===== src/rtl/rafa_pkg.sv =====
`default_nettype none
// ----------------------------------------------------------------------------
// Rectangle aspect fit and align: shared definitions
// Word sizes, register and mode codes, pipeline records and small helpers
// used by the top level and the pipelined ratio divider.
// ----------------------------------------------------------------------------
package rafa_pkg;

  localparam int COORD_BITS     = 32;
  localparam int FRAC_BITS      = 16;
  localparam int RATIO_BITS     = COORD_BITS - 1;
  localparam int DIV_STEPS      = COORD_BITS - 1;
  localparam int DIV_LAT        = DIV_STEPS + 1;
  localparam int CMP_BITS       = (FRAC_BITS + 1 > COORD_BITS) ? FRAC_BITS + 1 : COORD_BITS;
  localparam int PROD_BITS      = COORD_BITS + RATIO_BITS;
  localparam int SCALED_BITS    = PROD_BITS - FRAC_BITS;
  localparam int ANC_BITS       = COORD_BITS + 1;
  localparam int SUM_BITS       = COORD_BITS + 3;
  localparam int CFG_INDEX_BITS = 3;
  localparam int CFG_DATA_BITS  = 2;

  typedef logic signed [COORD_BITS-1:0] coord_t;
  typedef logic        [COORD_BITS-1:0] mag_t;
  typedef logic        [RATIO_BITS-1:0] ratio_t;
  typedef logic signed [ANC_BITS-1:0]   anc_t;
  typedef logic signed [SUM_BITS-1:0]   sum_t;

  localparam coord_t WORD_MAX = coord_t'({1'b0, {(COORD_BITS-1){1'b1}}});
  localparam coord_t WORD_MIN = coord_t'({1'b1, {(COORD_BITS-1){1'b0}}});

  typedef enum logic [1:0] {
    MODE_STRETCH,
    MODE_FIT,
    MODE_FILL,
    MODE_KEEP
  } mode_t;

  typedef enum logic [1:0] {
    ANCHOR_IGNORE,
    ANCHOR_NEAR,
    ANCHOR_FAR,
    ANCHOR_CENTER
  } anchor_t;

  typedef enum logic [CFG_INDEX_BITS-1:0] {
    CFG_ASPECT_MODE,
    CFG_TGT_HORZ,
    CFG_TGT_VERT,
    CFG_SUBJ_HORZ,
    CFG_SUBJ_VERT
  } cfg_index_t;

  typedef struct packed {
    mode_t   aspect_mode;
    anchor_t tgt_horz;
    anchor_t tgt_vert;
    anchor_t subj_horz;
    anchor_t subj_vert;
  } cfg_t;

  typedef struct packed {
    coord_t x;
    coord_t y;
    coord_t w;
    coord_t h;
  } rect_t;

  typedef struct packed {
    rect_t subj;
    rect_t tgt;
    mag_t  w_mag;
    mag_t  h_mag;
    logic  zero;
    cfg_t  cfg;
  } side_t;

  typedef struct packed {
    logic   valid;
    logic   sat;
    ratio_t quot;
  } div_res_t;

  typedef struct packed {
    coord_t val;
    logic   sat;
  } sat_coord_t;

  function automatic mag_t mag_of(input coord_t v);
    return v[COORD_BITS-1] ? mag_t'(-v) : mag_t'(v);
  endfunction

endpackage
`default_nettype wire


===== src/rtl/rafa_div.sv =====
`default_nettype none
// ----------------------------------------------------------------------------
// Rectangle aspect fit and align: pipelined ratio divider
// Computes floor((num << FRAC_BITS) / den) with one restoring step per
// stage, and flags quotients that do not fit the positive word range.
// ----------------------------------------------------------------------------
module rafa_div (
  input  wire logic              clk,
  input  wire logic              rst,
  input  wire logic              in_valid,
  input  wire rafa_pkg::mag_t    num,
  input  wire rafa_pkg::mag_t    den,
  output rafa_pkg::div_res_t     res
);

  localparam int W     = rafa_pkg::COORD_BITS;
  localparam int STEPS = rafa_pkg::DIV_STEPS;
  localparam int DW    = rafa_pkg::COORD_BITS + rafa_pkg::FRAC_BITS;
  localparam int HW    = rafa_pkg::FRAC_BITS + 1;
  localparam int CW    = rafa_pkg::CMP_BITS;

  logic [DW-1:0] dvd_full;
  logic [HW-1:0] dvd_high;
  logic          init_sat;

  logic             st_valid [0:STEPS];
  logic             st_sat   [0:STEPS];
  logic [W-1:0]     st_rem   [0:STEPS];
  logic [W-1:0]     st_den   [0:STEPS];
  logic [STEPS-1:0] st_low   [0:STEPS];
  logic [STEPS-1:0] st_q     [0:STEPS];

  assign dvd_full = {num, {rafa_pkg::FRAC_BITS{1'b0}}};
  assign dvd_high = dvd_full[DW-1:W-1];
  assign init_sat = CW'(dvd_high) >= CW'(den);

  always_ff @(posedge clk) begin
    if (rst) begin
      st_valid[0] <= 1'b0;
    end else begin
      st_valid[0] <= in_valid;
    end
  end

  always_ff @(posedge clk) begin
    st_sat[0] <= init_sat;
    st_rem[0] <= W'(dvd_high);
    st_den[0] <= den;
    st_low[0] <= dvd_full[W-2:0];
    st_q[0]   <= '0;
  end

  for (genvar k = 0; k < STEPS; k++) begin : g_step
    logic [W:0] trial;
    logic [W:0] diff;
    logic       ge;

    assign trial = {st_rem[k], st_low[k][STEPS-1]};
    assign diff  = trial - {1'b0, st_den[k]};
    assign ge    = trial >= {1'b0, st_den[k]};

    always_ff @(posedge clk) begin
      if (rst) begin
        st_valid[k+1] <= 1'b0;
      end else begin
        st_valid[k+1] <= st_valid[k];
      end
    end

    always_ff @(posedge clk) begin
      st_sat[k+1] <= st_sat[k];
      st_den[k+1] <= st_den[k];
      st_rem[k+1] <= ge ? diff[W-1:0] : trial[W-1:0];
      st_low[k+1] <= {st_low[k][STEPS-2:0], 1'b0};
      st_q[k+1]   <= {st_q[k][STEPS-2:0], ge};
    end
  end

  assign res = '{valid: st_valid[STEPS], sat: st_sat[STEPS], quot: st_q[STEPS]};

`ifndef ASSERT_OFF
  a_div_latency: assert property (@(posedge clk) disable iff (rst)
    in_valid |-> ##(rafa_pkg::DIV_LAT) res.valid)
    else $error("Divider result did not appear after its fixed latency.");

  a_div_rem: assert property (@(posedge clk) disable iff (rst)
    (res.valid && !res.sat) |-> (st_rem[STEPS] < st_den[STEPS]))
    else $error("Divider remainder is not below the divisor.");

  a_div_zero_den: assert property (@(posedge clk) disable iff (rst)
    (in_valid && (den == '0)) |-> ##(rafa_pkg::DIV_LAT) res.sat)
    else $error("Divider did not flag a zero divisor.");
`endif

endmodule
`default_nettype wire


===== config.mk =====
export PLATFORM = sky130hd
export DESIGN_NAME = rafa_div
export DESIGN_NICKNAME = d
export VERILOG_FILES = /design/src/rtl/rafa_pkg.sv /design/src/rtl/rafa_div.sv
export SDC_FILE = /design/constraint.sdc
export NUM_CORES = 2
export LEC_CHECK = 0
export BUFFER_PORTS_ARGS = -buffer_cell sky130_fd_sc_hd__clkbuf_2
export CAP_MARGIN = 5
export CORE_AREA = 2 2 535 537
export CTS_BUF_LIST = sky130_fd_sc_hd__clkbuf_4 sky130_fd_sc_hd__clkbuf_8
export DETAILED_ROUTE_END_ITERATION = 8
export DIE_AREA = 0 0 537 539
export SLEW_MARGIN = 0
export SYNTH_ARGS = -nofsm -noshare
export SYNTH_HDL_FRONTEND = slang
export SYNTH_SLANG_ARGS = --single-unit

===== constraint.sdc =====
create_clock -name clk -period 4.7 [get_ports clk]
set_clock_uncertainty 0.2 [all_clocks]
set_input_delay 0.47 -clock clk [delete_from_list [all_inputs] [get_ports clk]]
set_output_delay 0.47 -clock clk [all_outputs]
set_load 0.02 [all_outputs]

### After elaboration in Yosys (flattened, before gate mapping)

Memories as Yosys holds them, arrays and structs flattened.
Cells that the tools add are included.

* memories kept: 6
* output and inout port bits: 33
* bits in registers: 0
* input bits: 67
* RAM bits: 4064
* word-level logic and storage cells: 167

* magnitude comparators: 32
* $add $sub $neg: 31
* bitwise operators: 32
* multiplexer cells: 66

Memory list
* st_den: depth 32, bits a word 32, read ports 31, clocked after Yosys merged registers in 0, write ports 32, RTL line rafa_div.sv:29 `logic [W-1:0] st_den [0:STEPS];`
* st_rem: depth 32, bits a word 32, read ports 31, clocked after Yosys merged registers in 0, write ports 32, RTL line rafa_div.sv:28 `logic [W-1:0] st_rem [0:STEPS];`
* st_q: depth 32, bits a word 31, read ports 32, clocked after Yosys merged registers in 0, write ports 32, RTL line rafa_div.sv:31 `logic [STEPS-1:0] st_q [0:STEPS];`
* st_low: depth 32, bits a word 30, read ports 31, clocked after Yosys merged registers in 0, write ports 32, RTL line rafa_div.sv:30 `logic [STEPS-1:0] st_low [0:STEPS];`
* st_sat: depth 32, bits a word 1, read ports 32, clocked after Yosys merged registers in 0, write ports 32, RTL line rafa_div.sv:27 `logic st_sat [0:STEPS];`
* st_valid: depth 32, bits a word 1, read ports 32, clocked after Yosys merged registers in 0, write ports 32, RTL line rafa_div.sv:26 `logic st_valid [0:STEPS];`

Operators by type and width (number)
* >= comparator 33 x 32 -> 1 bit: 31
* 2-to-1 mux 32 bit: 31
* subtractor 32 bit: 31
* 2-to-1 mux 1 bit: 35
* >= comparator 17 x 32 -> 1 bit: 1
* OR 1 bit: 32

### Longest topological paths before layout

* depth in word-level cells: 3
* gate-level depth with buffers: 16
* depth with buffers taken out: 13

### Worst setup path before layout

No wires, ideal clock.

* kind: reg-to-reg
* from: memory st_den[14][8] in the netlist's numbering
* to: memory st_rem[3][110] in the netlist's numbering
* data arrival time: 3102 ps
* setup time: 121 ps
* stages on the path, launching flop included: 14
* setup slack: 1277 ps
* path buffers: 1
* data required time: 4379 ps
* cell sequence: dfxtp_1 inv_1 ha_1 a21o_1 a21oi_1 o211ai_1 a21o_1 a21oi_1 o2111ai_1 a31oi_1 o21ai_1 a2111oi_4 buf_2 mux2_2

RTL lines (RTL line)
* from (decl): rafa_div.sv:29
* to (decl): rafa_div.sv:28

==> results.cfg <==
[run_status]
status = finished clean

[hold_path]
hold_start = st_q[12][38]
hold_path_class = register to register

[sta]
rsz0062_at_grt = no
setup_slack_ns = 0.6555
finalCritPeriodShare_pct = 86.05
min_period_ns = 4.044
max_freq_ghz = 0.2473
max_slew.worst_pin.slew_ns = 1.070
relSlewSlack_pct = 26.85
holdWs_ns = 0.09191
drv_slew = 0
finalSetupTns_ns = 0
setup_viol = 0
timing_hold_violations_final = 0

[clocking]
numCtsBuffers = 433
path_clk_slew_ns = 0.07
cts-root-buf = clkbuf_8
cts.sinks = 2649
clk_latency_ns = 1.08
clockBufferDepth = 4
htree_levels = 5
cts-resized-gates = 0
cts_tree = done

[setup_path]
r2r_start = st_den[27][17]
critPathCapture = st_rem[7][6]
cp.depth = 11
crit_start = st_den[27][17]
path_buf_inv = 1
crit_required_ns = 5.35
worstSetupStartpointType = register
end_kind = register
crit_arrival_ns = 4.69
reg2reg_depth = 11
cp_max_fo = 47
r2r_slack_ns = 0.66
cp_slowest_stage_delay_ns = 0.79
timing.rr.end = st_rem[7][6]
crit_chain = inv_1 -> ha_1 -> a21oi_1 -> o21ai_0 -> o21bai_1 -> a2111o_1 -> a31oi_1 -> o31ai_2 -> a31oi_1 -> o311a_2 -> o21ai_0
slowest_stage = o311a_2
critPathKind = register to register
critPathTopFamily = compound AO/OA/AOI/OAI gates

[placement]
hpwl_um = 213300
place_worst_setup_slack_ns = 0.7038
portBuffers = 99
dp.cells = 15920
dpl_cell_area_sq_mm = 0.1204
gp_routability_congestion = 0.9139

[routing]
wirelength_um = 277300
drtIter0Drc = 5302
drt-pass1-iter-count = 6
dr_total_vias = 84020
via_per_inst = 4.989
drc = 0
ant_nets = 0
wl_per_cell_um = 16.46

[yosys]
yosys_warnings = 0
avgSynthCellArea_sq_um = 9.403
synth_edf_count = 0
synth.cell_area_sq_mm = 0.1158
syn_inst = 12320
synth_seq_area_share_pct = 45.79
syn-num-nets = 13410
synth-seq-cells = 2649
async_flop_share_pct = 0
synth_cell_types = 97
synthFlopType = dfxtp_1

[floorplan]
num_rows = 196
die_h_um = 539
dieArea_sq_mm = 0.2894
core_area_sq_mm = 0.2840
ioPinCount = 100
initial_core_util_pct = 40.78
die_w_um = 537

[grt]
grt_pass1_wl_um = 438600
groute.usage.overall_pct = 18.64
grt-ovfl-total = 0
grt_max_degree = 63
grt_antenna_before_repair = 6
grt_pass1_vias = 81770

[finish]
fin_cells = 16840
area_delta_synth_final_pct = 13.56
utilization_pct = 46.31
finalNetCount = 13820
drive_gt1_share_pct = 10.36
stdcell_area_sq_mm = 0.1315
fill_cells = 27260

[power_and_ir_drop]
vdd_drop_max_mv = 0.3125
total_power_mw = 87.93
p_leak_nw = 61.46
powerDensity_mw_per_mm2 = 668.7

[flow_run]
drv_cap = 0
-- report_power, final --
part           switching, mW  internal [mW]
clock network           9.17           12.8
logic                   19.7           15.4
registers               3.35           27.5
-- routing by layer --
| metal | vias to the layer above | GRT usage (%) | routed length [um] |
|---|---|---|---|
| li1 | 43330 | - | - |
| met4 | 4 | 7.358 | 10640 |
| met5 | - | 0 | 31 |
| met3 | 515 | 2.848 | 12740 |
| met1 | 38370 | 25.32 | 133200 |
| met2 | 1806 | 29.55 | 120600 |
-- timing repair --
item | in CTS | in global routing
setup buffers | 0 | 0
endpoints found under the setup margin | 0 | 0
endpoints found under the hold margin | 97 | 0
hold buffers | 132 | 0
-- worst reg2reg max path: cells and delay by family, from the launching register on --
family | cells | cell delay [ns]
compound gates | 9 | 2.93
buf+inv | 1 | 0.04
flops | 1 | 0.32
fa+ha+maj | 1 | 0.34
-- kinds of logic (layout without fill, tap and decap cells) --
logic type / Yosys count / count (layout) / synth area share, %
compound gates: 3285 / 3285 / 17.65
flops: 2649 / 2649 / 45.79
simple gates: 2636 / 2636 / 10.68
buf+inv: 1589 / 2349 / 5.335
fa+ha+maj: 1024 / 1024 / 11.26
xor+xnor: 789 / 789 / 5.967
mux: 344 / 344 / 3.315
other cells: 0 / 5 / 0
-- cell usage in the layout (no fill, tap or decap), types with 113 or more instances in the layout --
cell and instances:
a21o_1 542, a21oi_1 1001, clkbuf_4 125, clkbuf_8 539
dfxtp_1 2649, dlygate4sd3_1 132, ha_1 994, inv_1 1263
mux2_2 308, nand2_1 956, nand3_1 176, nand4_1 151
nor2_1 622, nor2b_1 174, nor3_1 113, o21ai_0 834
o21bai_1 117, xnor2_1 464, xor2_1 325
-- Yosys cell counts, types with 28 or more instances --
cell,number,area (sq um)
o31ai_1,75,563.0
a21o_1,542,4069
nor2_1,623,2338
xnor2_1,464,4064
mux2i_1,34,340.3
ha_1,994,12440
nor2b_1,174,1089
or3_1,28,175.2
nand2b_1,108,675.7
o211ai_1,48,360.4
fa_1,30,600.6
o21ai_0,834,4174
mux2_2,308,3468
and2_1,48,300.3
a211oi_1,81,608.1
o21bai_1,117,878.3
nor4_1,46,287.8
o21a_1,106,795.8
xor2_1,325,2846
nand4_1,151,944.7
dfxtp_1,2649,53030
inv_1,1263,4741
and3_1,97,606.8
buf_4,39,292.8
nor3_1,113,565.5
nand2_1,956,3588
buf_2,48,240.2
nand3_1,176,880.8
clkbuf_1,228,855.8
a21boi_0,42,315.3
a21oi_1,1004,5025
a31oi_1,100,625.6
-- area by class of cell --
type                    instances  area, sq um  area share, %
inverters                    1267         4756          3.616
multi-input cells            8078        56770          43.17
repair buffers                299         2465          1.874
clock inverters               119         1414          1.075
diodes                          5        12.51       0.009514
well taps                    3762         4707          3.579
flip-flops and latches       2649        53030          40.33
clock buffers                 664         8357          6.355
-- state kept, by name (all words and copies together) (netlist names) --
| name | flops |
|---|---|
| st_q | 496 |
| st_low | 120 |
| st_den | 992 |
| st_sat | 32 |
| st_valid | 32 |
| st_rem | 977 |
-- worst min-delay path by stage --
stage | to | slack (ns) | cells past startpoint
after floorplan | st_low[0][108] | 0.11 | 0
after global routing | st_q[14][43] | 0.07 | 0
after detailed placement | st_low[0][115] | 0.11 | 0
final | st_q[13][8] | 0.09 | 0
after global placement | st_q[12][53] | 0.11 | 0
after CTS | st_sat[0][0] | 0.06 | 4
Note: power is estimated with default switching activity, not from simulation.
